[src/design/dmchc_pkg.sv]
package dmchc_pkg;

    // Defaults for the top-level parameters.
    localparam int DEF_MAX_LINES  = 16384;
    localparam int DEF_ADDR_WIDTH = 32;

    // Widths fixed by the beat format.
    localparam int ADDR_IN_W = 32;
    localparam int CNT_W     = 32;
    localparam int OFF_W     = 5;
    localparam int IXB_W     = 4;
    localparam int CFG_IDX_W = 1;
    localparam int CFG_DAT_W = 5;

    // Configuration register indices.
    localparam logic [CFG_IDX_W-1:0] REG_OFFSET_BITS = 1'd0;
    localparam logic [CFG_IDX_W-1:0] REG_INDEX_BITS  = 1'd1;

    // Register reset values.
    localparam logic [OFF_W-1:0] RST_OFFSET_BITS = 5'd4;
    localparam logic [IXB_W-1:0] RST_INDEX_BITS  = 4'd6;

    // Saturation value of both counters.
    localparam logic [CNT_W-1:0] CNT_MAX = {CNT_W{1'b1}};

    // Address geometry as currently configured.
    typedef struct packed {
        logic [OFF_W-1:0] offset_bits;
        logic [IXB_W-1:0] index_bits;
    } t_cfg;

endpackage

[src/design/dmchc_addr_split.sv]
module dmchc_addr_split #(
    parameter int MAX_LINES  = 16384,
    parameter int ADDR_WIDTH = 32,
    parameter int IDX_W      = 14,
    parameter int TAG_W      = 32
) (
    input  logic [dmchc_pkg::ADDR_IN_W-1:0] i_address,
    input  dmchc_pkg::t_cfg                 i_cfg,
    output logic [IDX_W-1:0]                o_line,
    output logic [TAG_W-1:0]                o_tag
);
    import dmchc_pkg::*;

    // Widest index that still addresses an existing line.
    localparam int LIM   = $clog2(MAX_LINES + 1) - 1;
    localparam int IWC_W = 5;
    localparam int SH_W  = 6;

    logic [TAG_W-1:0] addr_m;
    logic [63:0]      addr_ext;
    logic [63:0]      shifted;
    logic [IWC_W-1:0] iw_c;
    logic [IDX_W-1:0] line_mask;
    logic [SH_W-1:0]  tag_shift;

    // Keep only the implemented address bits.
    assign addr_m   = i_address[TAG_W-1:0];
    assign addr_ext = 64'(addr_m);

    // Clamp the index width to what the line store can hold.
    assign iw_c = (IWC_W'(i_cfg.index_bits) > IWC_W'(LIM)) ? IWC_W'(LIM)
                                                            : IWC_W'(i_cfg.index_bits);

    // Line number sits just above the offset bits.
    assign shifted   = addr_ext >> i_cfg.offset_bits;
    assign line_mask = ~({IDX_W{1'b1}} << iw_c);
    assign o_line    = shifted[IDX_W-1:0] & line_mask;

    // The tag is everything above the line number; bits past the address read as zero.
    assign tag_shift = SH_W'(i_cfg.offset_bits) + SH_W'(iw_c);
    assign o_tag     = TAG_W'(addr_ext >> tag_shift);

endmodule

[config.mk]
export PLATFORM = sky130hd
export DESIGN_NAME = dmchc_addr_split
export DESIGN_NICKNAME = d
export VERILOG_FILES = /design/src/design/dmchc_pkg.sv /design/src/design/dmchc_addr_split.sv
export SDC_FILE = /design/constraint.sdc
export NUM_CORES = 1
export LEC_CHECK = 0
export ABC_AREA = 1
export BUFFER_PORTS_ARGS = -buffer_cell sky130_fd_sc_hd__buf_2
export CAP_MARGIN = 20
export CORE_MARGIN = 2
export CORE_UTILIZATION = 58
export DETAILED_ROUTE_END_ITERATION = 8
export MAX_ROUTING_LAYER = met4
export PLACE_DENSITY_LB_ADDON = 0.08
export SLEW_MARGIN = 20
export SYNTH_ARGS = -nofsm -noshare
export SYNTH_HDL_FRONTEND = slang
export SYNTH_SLANG_ARGS = --single-unit
[constraint.sdc]
create_clock -name vclk -period 3.16
set_clock_uncertainty 0.2 [all_clocks]
set_input_delay 0.316 -clock vclk [all_inputs]
set_output_delay 0.316 -clock vclk [all_outputs]
set_load 0.1 [all_outputs]
==> load_flow_metrics.sql, run 1 <==
INSERT INTO impl_metrics (metric_group, metric, value, unit) VALUES
('run_status', 'status', 'complete, but fails checks', ''),
('run_status', 'failed_checks', 'design-rule violations, negative setup slack', ''),
('worst_setup_path', 'timing.critical_path.max_delay_family', 'buffers and inverters', ''),
('yosys', 'synth_warnings', '0', ''),
('timing', 'setup_repair_after_global_routing_missed_its_margin', 'yes', ''),
('yosys', 'yosys.cell_types.count', '35', ''),
('pwr', 'power.density_cell_area', '562', 'mW/mm^2'),
('timing', 'worst_slew_margin_relative_to_its_limit', '47.3', '%'),
('placement', 'dpl-instance-area', '0.00510', 'mm^2'),
('detailed_routing', 'detail_route.wl_per_cell', '21.6', 'um'),
('finish', 'clkbuf_count', '0', ''),
('finish', 'regArea', '0', 'um^2'),
('worst_setup_path', 'critical_path.most_common_cell', 'sky130_fd_sc_hd__nand3_1', ''),
('placement', 'dp.cells', '885', ''),
('yosys', 'post_synth_and_or_nand_nor_area_fraction', '62.0', '%'),
('worst_setup_path', 'worst-path-max-fanout', '23', ''),
('yosys', 'synth.mux.area_fraction', '3.06', '%'),
('finish', 'final.fill_count', '251', ''),
('finish', 'layoutNonFillerInstCount', '889', ''),
('worst_setup_path', 'start_kind', 'input pin', ''),
('placement', 'dp_hpwl', '11.4', 'mm'),
('detailed_routing', 'first_iter_violations', '1683', ''),
('grt', 'pin_count_of_the_biggest_net_entering_global_routing', '66', ''),
('hold_path', 'worstHoldPathCells', '5', ''),
('yosys', 'post_synth.cell_area_avg', '4.82', 'um^2'),
('yosys', 'synth_top_family_by_area', 'simple AND/OR/NAND/NOR gates', ''),
('yosys', 'syn-instance-count', '747', ''),
('floorplanning', 'design.portCount', '87', ''),
('yosys', 'postSynthNetCount', '793', ''),
('grt', 'groute.usage.overall', '45.0', '%'),
('yosys', 'netlist_area', '0.00360', 'mm^2'),
('placement', 'place_congestion', '1.16', ''),
('timing', 'setup_violations', '31', ''),
('worst_setup_path', 'critical_path.endpoint_type', 'output port', ''),
('clock_tree', 'post_cts_hold_buffer_count', '0', ''),
('worst_setup_path', 'path_class', 'input pin to output port', ''),
('finish', 'post_route_cells_drive_above_1_share', '29.1', '%'),
('hold_path', 'hold_path.startpoint', 'i_cfg[2]', ''),
('hold_path', 'worstHoldPathType', 'input pin to output port', ''),
('timing', 'finalMaxSlewViolations', '0', ''),
('floorplanning', 'coreArea', '0.00596', 'mm^2'),
('floorplanning', 'die_y', '82.8', 'um'),
('finish', 'num-nets-final', '862', ''),
('worst_setup_path', 'crit_arrival', '3040', 'ps'),
('finish', 'diodes', '0', ''),
('floorplanning', 'design.die.area', '0.00685', 'mm^2'),
('detailed_routing', 'avgViaCountPerCell', '7.37', ''),
('floorplanning', 'floorplan.die.width', '82.8', 'um'),
('worst_setup_path', 'worstPathRequired', '2640', 'ps'),
('timing', 'timing_hold_violations_final', '0', ''),
('worst_setup_path', 'crit_path_cell_trace', 'buf_2 > nand3_4 > nand2_4 > inv_1 > ha_2 > inv_1 > fa_2 > inv_4 > buf_12 > nand3_1 > nand3_1 > nand3_2 > nand3_1 > nand2_2 > clkinvlp_4 > buf_12', ''),
('finish', 'layout-area-overhead-vs-synth', '49.6', '%'),
('finish', 'multi_input_comb_area', '0.00349', 'mm^2'),
('timing', 'finalWorstPathRequiredPeriod', '3550', 'ps'),
('pwr', 'leakagePower', '2.56', 'nW'),
('detailed_routing', 'detailroute.via_count', '6554', ''),
('grt', 'grt_pass1_wl', '24.0', 'mm'),
('timing', 'finalSetupTns', '-4900', 'ps'),
('timing', 'timing.final.ws_setup', '-391', 'ps'),
('floorplanning', 'initial_core_util', '60.4', '%'),
('pwr', 'peakVddDrop', '0.739', 'mV'),
('timing', 'share_of_the_cycle_needed_by_the_critical_path_after_routing', '112', '%'),
('yosys', 'sequential_fraction_of_the_synthesis_area', '0', '%'),
('detailed_routing', 'drc', '58', ''),
('detailed_routing', 'dr.pass1.iters', '9', ''),
('worst_setup_path', 'cp_num_buf_inv', '7', ''),
('finish', 'layout.cell_area.non_filler', '0.00538', 'mm^2'),
('grt', 'number_of_global_route_vias_before_repair', '5187', ''),
('placement', 'port_buffers', '87', ''),
('job', 'max_cap_viol_count', '0', ''),
('grt', 'antenna_violations_before_repair', '0', '');
[what timing repair did]
action / CTS / global route
cloned: 0 / 1
gates resized for setup: 3 / 51
setup buffers: 0 / 3
endpoints found under the setup margin: 12 / 27
pin swaps: 0 / 6
[cell type report]
class | count | area share, %
well taps | 75 | 1.74
multi-input cells | 623 | 64.9
repair buffers | 123 | 27.7
inverters | 68 | 5.70
[how the worst max path moves through the flow]
stage	slack, ps	depth (start not counted)	to
floorplan	-140	14	o_tag[28]
global placement	100	17	o_tag[9]
detailed placement	-60	15	o_tag[2]
CTS	5	16	o_tag[4]
global route	-410	14	o_tag[12]
finish	-390	16	o_tag[0]
[through the flow]
stage / total power, mW / worst slack, ps / hold WS (ps) / util (%)
final: 3.02 / -391 / 1010 / 90.3
after global routing: 3.10 / -408 / 1010 / 90.3
after CTS: 2.71 / 5.16 / 999 / 85.9
after detailed placement: 2.70 / -63.9 / 997 / 85.7
after global placement: 2.64 / 96.9 / 983 / 85.7
after floorplan: 1.85 / -143 / 742 / -
[synthesized netlist by cell type, drive strengths merged]
cell type	count	area share, %
nand3	220	31
a22oi	1	0.21
a31o	1	0.24
inv	67	7.0
nor3	6	0.83
xnor2	1	0.24
o21ai	61	8.7
ha	4	1.4
mux2i	11	3.1
nor2	33	3.5
a31oi	1	0.17
clkbuf	26	2.7
buf	30	5.6
a211oi	2	0.42
fa	1	0.56
or2	8	1.4
xor2	2	0.70
nand2	229	25
clkinv	1	0.10
o211ai	15	3.1
a21oi	27	3.8
[power breakdown]
part	total, mW	internal, mW	switching [mW]
clock network	0	0	0
registers	0	0	0
logic	3.02	0.957	2.07
total	3.02	0.957	2.07
[placed cells by master, fill, tap and decap left out, types with 2 or more instances in the layout]
cell                         count
sky130_fd_sc_hd__a211oi_1        2
sky130_fd_sc_hd__a21oi_1        12
sky130_fd_sc_hd__a21oi_2        11
sky130_fd_sc_hd__a21oi_4         4
sky130_fd_sc_hd__buf_12         52
sky130_fd_sc_hd__buf_2          41
sky130_fd_sc_hd__buf_4          29
sky130_fd_sc_hd__clkinvlp_4     12
sky130_fd_sc_hd__ha_1            2
sky130_fd_sc_hd__ha_2            2
sky130_fd_sc_hd__inv_1          51
sky130_fd_sc_hd__inv_2           2
sky130_fd_sc_hd__inv_4           2
sky130_fd_sc_hd__mux2i_1        11
sky130_fd_sc_hd__nand2_1       210
sky130_fd_sc_hd__nand2_2        11
sky130_fd_sc_hd__nand2_4         8
sky130_fd_sc_hd__nand3_1       183
sky130_fd_sc_hd__nand3_2        36
sky130_fd_sc_hd__nor2_1         19
sky130_fd_sc_hd__nor2_2          6
sky130_fd_sc_hd__nor2_4          8
sky130_fd_sc_hd__nor3_1          3
sky130_fd_sc_hd__nor3_4          2
sky130_fd_sc_hd__o211ai_1       15
sky130_fd_sc_hd__o21ai_0        55
sky130_fd_sc_hd__o21ai_1         4
sky130_fd_sc_hd__or2_1           7
[cell families after synthesis]
| logic type | after synthesis |
|---|---|
| AOI/OAI and AO/OA | 108 |
| xor gates and xnor gates | 3 |
| adders and majority gates | 5 |
| buffers and inverters | 124 |
| muxes | 11 |
| and+or+nand+nor | 496 |
[per-layer routing]
| metal | GRT usage [%] | vias up | share of wire [%] |
|---|---|---|---|
| met3 | 13.5 | 345 | 16 |
| met5 | - | - | 0 |
| met1 | 55.1 | 2726 | 32 |
| met4 | 18.5 | 0 | 11 |
| met2 | 69.0 | 834 | 41 |
| li1 | - | 2649 | - |
(Power assumes the default switching activity.)
==> inputs of run 2 (changes only) <==
--- a/config.mk
+++ b/config.mk
@@ -12,7 +12,7 @@
 export CORE_UTILIZATION = 58
 export DETAILED_ROUTE_END_ITERATION = 8
 export MAX_ROUTING_LAYER = met4
-export PLACE_DENSITY_LB_ADDON = 0.08
+export PLACE_DENSITY = 0.86
 export SLEW_MARGIN = 20
 export SYNTH_ARGS = -nofsm -noshare
 export SYNTH_HDL_FRONTEND = slang
==> load_flow_metrics.sql, run 2 <==
INSERT INTO impl_metrics (metric_group, metric, value, unit) VALUES
('run_status', 'status', 'stopped before the end', ''),
('run_status', 'last-stage-reached', 'global routing', ''),
('run_status', 'first_error_line_in_the_log', '[ERROR GRT-0232] Routing congestion too high. Check the congestion heatmap in the GUI.', ''),
('yosys', 'postSynthNetCount', '793', ''),
('floorplanning', 'placementRows', '28', ''),
('floorplanning', 'floorplan.die.width', '82.8', 'um'),
('yosys', 'yosys-top-cells-count', '223 x sky130_fd_sc_hd__nand2_1, 216 x sky130_fd_sc_hd__nand3_1, 64 x sky130_fd_sc_hd__inv_1', ''),
('floorplanning', 'initial_core_util', '60.4', '%'),
('yosys', 'synth_warnings', '0', ''),
('clock_tree', 'postCtsSetupBuffers', '0', ''),
('floorplanning', 'design.portCount', '87', ''),
('placement', 'dpl-instance-area', '0.00510', 'mm^2'),
('yosys', 'syn-instance-count', '747', ''),
('yosys', 'synth.top_cell.area_share', '30.1', '%'),
('yosys', 'synth_area_leader_cell', 'sky130_fd_sc_hd__nand3_1', ''),
('timing', 'worst_endpoint_left_by_the_global_route_repair_timing_run', 'o_tag[2]', ''),
('yosys', 'yosys.cell_types.count', '35', ''),
('grt', 'groute.usage.overall', '82.3', '%'),
('grt', 'pin_count_of_the_biggest_net_entering_global_routing', '40', ''),
('yosys', 'synthTopCellsByArea', 'sky130_fd_sc_hd__nand3_1 30%, sky130_fd_sc_hd__nand2_1 23%, sky130_fd_sc_hd__o21ai_0 7.8%', ''),
('yosys', 'post_synth.cell_area_avg', '4.82', 'um^2'),
('placement', 'port_buffers', '87', ''),
('timing', 'type_of_pin_the_worst_path_ends_at', 'primary output', ''),
('grt', 'grt.overflow.total', '65', ''),
('floorplanning', 'die_y', '82.8', 'um'),
('yosys', 'most_frequent_cell_after_synthesis', 'sky130_fd_sc_hd__nand2_1', ''),
('yosys', 'netlist_area', '0.00360', 'mm^2'),
('yosys', 'sequential_fraction_of_the_synthesis_area', '0', '%'),
('placement', 'place_congestion', '1.09', ''),
('placement', 'dp_hpwl', '12.1', 'mm');
run 2: cell counts after synthesis:
Identical to the previous run, type by type.
run 2: through the flow:
stage / instances / setup TNS (ps) / utilization, % / setup WS [ps] / hold slack (ps)
2_1_floorplan: 747 / -933 / - / -143 / 742
3_5_place_dp: 888 / -115 / 85.7 / -33.8 / 977
4_1_cts: 888 / 0 / 85.9 / 6.74 / 979
3_3_place_gp: 888 / 0 / 85.7 / 127 / 978
run 2: logic make-up after synthesis:
kind of cell	after synthesis	share of synthesized area [%]
simple gates	496	62.0
compound gates	108	16.6
fa+ha+maj	5	1.95
buf+inv	124	15.4
xor+xnor	3	0.939
mux	11	3.06
run 2: timing repair:
| item | 4_1_cts |
|---|---|
| resized for setup | 5 |
| endpoints found under the setup margin | 7 |
| pin swaps | 0 |
| hold buffers | 0 |
| hold endpoints to repair | 0 |
run 2: metal layers:
metal / overflow / GRT usage [%]
met1: 1 / 80.7
met2: 35 / 96.6
met3: 3 / 64.8
met4: 26 / 83.4
met5: - / -
==> inputs of run 3 (changes only) <==
--- a/config.mk
+++ b/config.mk
@@ -9,10 +9,9 @@
 export BUFFER_PORTS_ARGS = -buffer_cell sky130_fd_sc_hd__buf_2
 export CAP_MARGIN = 20
 export CORE_MARGIN = 2
-export CORE_UTILIZATION = 58
+export CORE_UTILIZATION = 40
 export DETAILED_ROUTE_END_ITERATION = 8
-export MAX_ROUTING_LAYER = met4
-export PLACE_DENSITY = 0.86
+export PLACE_DENSITY_LB_ADDON = 0.15
 export SLEW_MARGIN = 20
 export SYNTH_ARGS = -nofsm -noshare
 export SYNTH_HDL_FRONTEND = slang
==> load_flow_metrics.sql, run 3 (same netlist as run 1, synthesis figures left out) <==
INSERT INTO impl_metrics (metric_group, metric, value, unit) VALUES
('run_status', 'status', 'completed', ''),
('finish', 'diodes', '0', ''),
('detailed_routing', 'postRouteAntennaNets', '0', ''),
('placement', 'place_congestion', '0.934', ''),
('finish', 'post_route_cells_drive_above_1_share', '34.3', '%'),
('finish', 'clkbuf_count', '0', ''),
('finish', 'layout-area-overhead-vs-synth', '57.0', '%'),
('timing', 'worst_slew_margin_relative_to_its_limit', '54.7', '%'),
('pwr', 'finalPower', '2.96', 'mW'),
('pwr', 'peakVddDrop', '0.544', 'mV'),
('detailed_routing', 'drt-total-wl', '15.7', 'mm'),
('detailed_routing', 'detailroute.via_count', '5453', ''),
('grt', 'grt_pass1_wl', '24.3', 'mm'),
('clock_tree', 'post_cts_hold_buffer_count', '0', ''),
('placement', 'dp.cells', '920', ''),
('floorplanning', 'floorplan.die.width', '98.8', 'um'),
('grt', 'pin_count_of_the_biggest_net_entering_global_routing', '66', ''),
('worst_setup_path', 'worst-path-max-fanout', '15', ''),
('detailed_routing', 'avgViaCountPerCell', '5.90', ''),
('finish', 'seq_cells', '0', ''),
('pwr', 'power.density_cell_area', '524', 'mW/mm^2'),
('worst_setup_path', 'worstPathRequired', '2640', 'ps'),
('timing', 'share_of_the_cycle_needed_by_the_critical_path_after_routing', '99.3', '%'),
('worst_setup_path', 'critical_path.endpoint', 'o_tag[0]', ''),
('grt', 'number_of_global_route_vias_before_repair', '4921', ''),
('pwr', 'leakagePower', '2.64', 'nW'),
('floorplanning', 'design.die.area', '0.00977', 'mm^2'),
('worst_setup_path', 'start_kind', 'input pin', ''),
('hold_path', 'worstHoldPathCells', '5', ''),
('hold_path', 'worstHoldPathType', 'input pin to output port', ''),
('finish', 'num-nets-final', '865', ''),
('job', 'max_cap_viol_count', '0', ''),
('worst_setup_path', 'crit_arrival', '2620', 'ps'),
('timing', 'finalMaxSlewViolations', '0', ''),
('grt', 'antenna_violations_before_repair', '0', ''),
('detailed_routing', 'dr.pass1.iters', '5', ''),
('placement', 'port_buffers', '87', ''),
('finish', 'regArea', '0', 'um^2'),
('finish', 'layoutNonFillerInstCount', '925', ''),
('detailed_routing', 'first_iter_violations', '519', ''),
('timing', 'finalWorstPathRequiredPeriod', '3140', 'ps'),
('worst_setup_path', 'critical_path.endpoint_type', 'output port', ''),
('worst_setup_path', 'crit_start', 'i_cfg[3]', ''),
('detailed_routing', 'drc', '0', ''),
('grt', 'groute.usage.overall', '29.5', '%'),
('finish', 'layout_commonest_cell', 'sky130_fd_sc_hd__nand2_1', ''),
('grt', 'grt.overflow.total', '0', ''),
('floorplanning', 'die_y', '98.8', 'um'),
('floorplanning', 'initial_core_util', '41.2', '%'),
('floorplanning', 'coreArea', '0.00872', 'mm^2'),
('timing', 'setup_violations', '0', ''),
('detailed_routing', 'detail_route.wl_per_cell', '17.0', 'um'),
('timing', 'timing.final.ws_setup', '22.5', 'ps'),
('worst_setup_path', 'path_class', 'input pin to output port', ''),
('floorplanning', 'placementRows', '34', ''),
('placement', 'dp_hpwl', '12.0', 'mm'),
('timing', 'worst_slew_pin_slew', '679', 'ps'),
('timing', 'timing_hold_violations_final', '0', ''),
('timing', 'setup_repair_after_global_routing_missed_its_margin', 'yes', ''),
('floorplanning', 'design.portCount', '87', ''),
('finish', 'layout_common_cells', '200 x sky130_fd_sc_hd__nand2_1, 155 x sky130_fd_sc_hd__nand3_1, 64 x sky130_fd_sc_hd__nand3_2, 54 x sky130_fd_sc_hd__o21ai_0, 51 x sky130_fd_sc_hd__buf_12', ''),
('placement', 'place_worst_setup_slack', '-53.5', 'ps'),
('timing', 'maxClockFrequency', '0.319', 'GHz');
==> run 3: stage by stage <==
stage / area, um^2 / TNS (ps) / hold WS, ps / util [%]
after global routing: 5650 / -704 / 1000 / 64.7
after global placement: 5150 / -27.3 / 991 / 59.0
after floorplan: 3920 / -933 / 742 / -
after detailed placement: 5150 / -135 / 994 / 59.0
final: 5650 / 0 / 993 / 64.7
after CTS: 5150 / 0 / 994 / 59.1
==> run 3: what timing repair did <==
action                                  CTS  global route
setup buffers                             0             3
endpoints found under the setup margin    5            26
pin swaps                                 0            14
cloned                                    0             2
resized for setup                         2           100
==> run 3: power breakdown <==
part | internal [mW] | switching, mW | total, mW
registers | 0 | 0 | 0
logic | 0.987 | 1.97 | 2.96
clock network | 0 | 0 | 0
total | 0.987 | 1.97 | 2.96
==> run 3: worst min-delay path by stage <==
| stage | start | slack, ps | to |
|---|---|---|---|
| 6_report | i_cfg[2] | 990 | o_line[11] |
| 2_1_floorplan | i_cfg[3] | 740 | o_line[1] |
| 3_3_place_gp | i_cfg[2] | 990 | o_line[13] |
| 5_1_grt | i_cfg[2] | 1000 | o_line[11] |
| 4_1_cts | i_cfg[2] | 990 | o_line[11] |
| 3_5_place_dp | i_cfg[2] | 990 | o_line[11] |
==> run 3: final cells by class <==
class / instances / area, um^2
Fill cell: 836 / 3070
Inverter: 68 / 310
Tap cell: 108 / 135
Timing Repair Buffer: 126 / 1520
Multi-Input combinational cell: 623 / 3680
==> run 3: metal layers <==
metal	up-vias	track usage, %	part of all wire, %
met5	-	0	0
met4	0	2.32	0.99
met3	20	1.63	7.6
met2	267	49.5	48
met1	2526	43.5	44
li1	2640	-	-
==> run 3: worst max-delay path: stages <==
cell                         delay [ps]
sky130_fd_sc_hd__buf_2              120
sky130_fd_sc_hd__nand3_4             90
sky130_fd_sc_hd__nand2_4             50
sky130_fd_sc_hd__inv_1               50
sky130_fd_sc_hd__ha_2               170
sky130_fd_sc_hd__inv_1               60
sky130_fd_sc_hd__fa_2               650
sky130_fd_sc_hd__inv_4               80
sky130_fd_sc_hd__clkbuf_16          190
sky130_fd_sc_hd__nand3_1            110
sky130_fd_sc_hd__nand3_1            130
sky130_fd_sc_hd__nand3_1            120
sky130_fd_sc_hd__nand3_2            100
sky130_fd_sc_hd__nand2_2            120
sky130_fd_sc_hd__clkinvlp_4         100
sky130_fd_sc_hd__buf_12             170
==> inputs of run 4 (changes only) <==
--- a/config.mk
+++ b/config.mk
@@ -8,10 +8,12 @@
 export ABC_AREA = 1
 export BUFFER_PORTS_ARGS = -buffer_cell sky130_fd_sc_hd__buf_2
 export CAP_MARGIN = 20
+export CORE_ASPECT_RATIO = 0.7
 export CORE_MARGIN = 2
-export CORE_UTILIZATION = 40
+export CORE_UTILIZATION = 58
 export DETAILED_ROUTE_END_ITERATION = 8
 export PLACE_DENSITY_LB_ADDON = 0.15
+export RECOVER_POWER = 50
 export SLEW_MARGIN = 20
 export SYNTH_ARGS = -nofsm -noshare
 export SYNTH_HDL_FRONTEND = slang
==> load_flow_metrics.sql, run 4 <==
INSERT INTO impl_metrics (metric_group, metric, value, unit) VALUES
('run_status', 'status', 'stopped before the end', ''),
('run_status', 'last-stage-reached', 'global routing', ''),
('run_status', 'first_error_line_in_the_log', '[ERROR GRT-0232] Routing congestion too high. Check the congestion heatmap in the GUI.', ''),
('yosys', 'netlist_area', '0.00360', 'mm^2'),
('yosys', 'most_frequent_cell_after_synthesis', 'sky130_fd_sc_hd__nand2_1', ''),
('yosys', 'synth_area_leader_cell', 'sky130_fd_sc_hd__nand3_1', ''),
('timing', 'worst_endpoint_left_by_the_global_route_repair_timing_run', 'o_tag[12]', ''),
('yosys', 'sequential_fraction_of_the_synthesis_area', '0', '%'),
('timing', 'type_of_pin_the_worst_path_ends_at', 'primary output', ''),
('clock_tree', 'post_cts_resized', '2', ''),
('yosys', 'postSynthNetCount', '793', ''),
('floorplanning', 'initial_core_util', '61.6', '%'),
('yosys', 'synthTopCellsByArea', 'sky130_fd_sc_hd__nand3_1 30%, sky130_fd_sc_hd__nand2_1 23%, sky130_fd_sc_hd__o21ai_0 7.8%', ''),
('placement', 'place_worst_setup_slack', '-27.3', 'ps'),
('placement', 'port_buffers', '87', ''),
('yosys', 'yosys-top-cells-count', '223 x sky130_fd_sc_hd__nand2_1, 216 x sky130_fd_sc_hd__nand3_1, 64 x sky130_fd_sc_hd__inv_1', ''),
('grt', 'grt.overflow.total', '2', ''),
('placement', 'dpl-instance-area', '0.00511', 'mm^2'),
('floorplanning', 'die_y', '69.9', 'um'),
('clock_tree', 'postCtsSetupBuffers', '0', ''),
('clock_tree', 'post_cts_hold_buffer_count', '0', ''),
('yosys', 'synth_warnings', '0', ''),
('floorplanning', 'placementRows', '23', ''),
('yosys', 'synth.top_cell.area_share', '30.1', '%'),
('grt', 'pin_count_of_the_biggest_net_entering_global_routing', '66', ''),
('grt', 'groute.usage.overall', '76.4', '%'),
('yosys', 'post_synth.cell_area_avg', '4.82', 'um^2'),
('floorplanning', 'floorplan.die.width', '98.1', 'um'),
('yosys', 'yosys.cell_types.count', '35', ''),
('placement', 'place_congestion', '1.14', ''),
('placement', 'dp_hpwl', '12.2', 'mm'),
('yosys', 'syn-instance-count', '747', ''),
('floorplanning', 'design.portCount', '87', '');
run 4: cell counts after synthesis:
Identical to the previous run, type by type.
run 4: logic make-up after synthesis:
kind of cell               share of synthesized area [%]
AOI/OAI and AO/OA                                   16.6
buffers and inverters                               15.4
muxes                                               3.06
adders and majority gates                           1.95
and+or+nand+nor                                     62.0
xor gates and xnor gates                           0.939
run 4: through the flow:
| stage | cells | hold slack (ps) |
|---|---|---|
| 4_1_cts | 884 | 996 |
| 3_5_place_dp | 884 | 995 |
| 2_1_floorplan | 747 | 742 |
| 3_3_place_gp | 884 | 984 |
run 4: layer usage:
| metal | GRT overflow | track usage (%) |
|---|---|---|
| met1 | 0 | 78.7 |
| met3 | 0 | 65.3 |
| met2 | 0 | 89.5 |
| met5 | 0 | 27.7 |
| met4 | 2 | 70.6 |
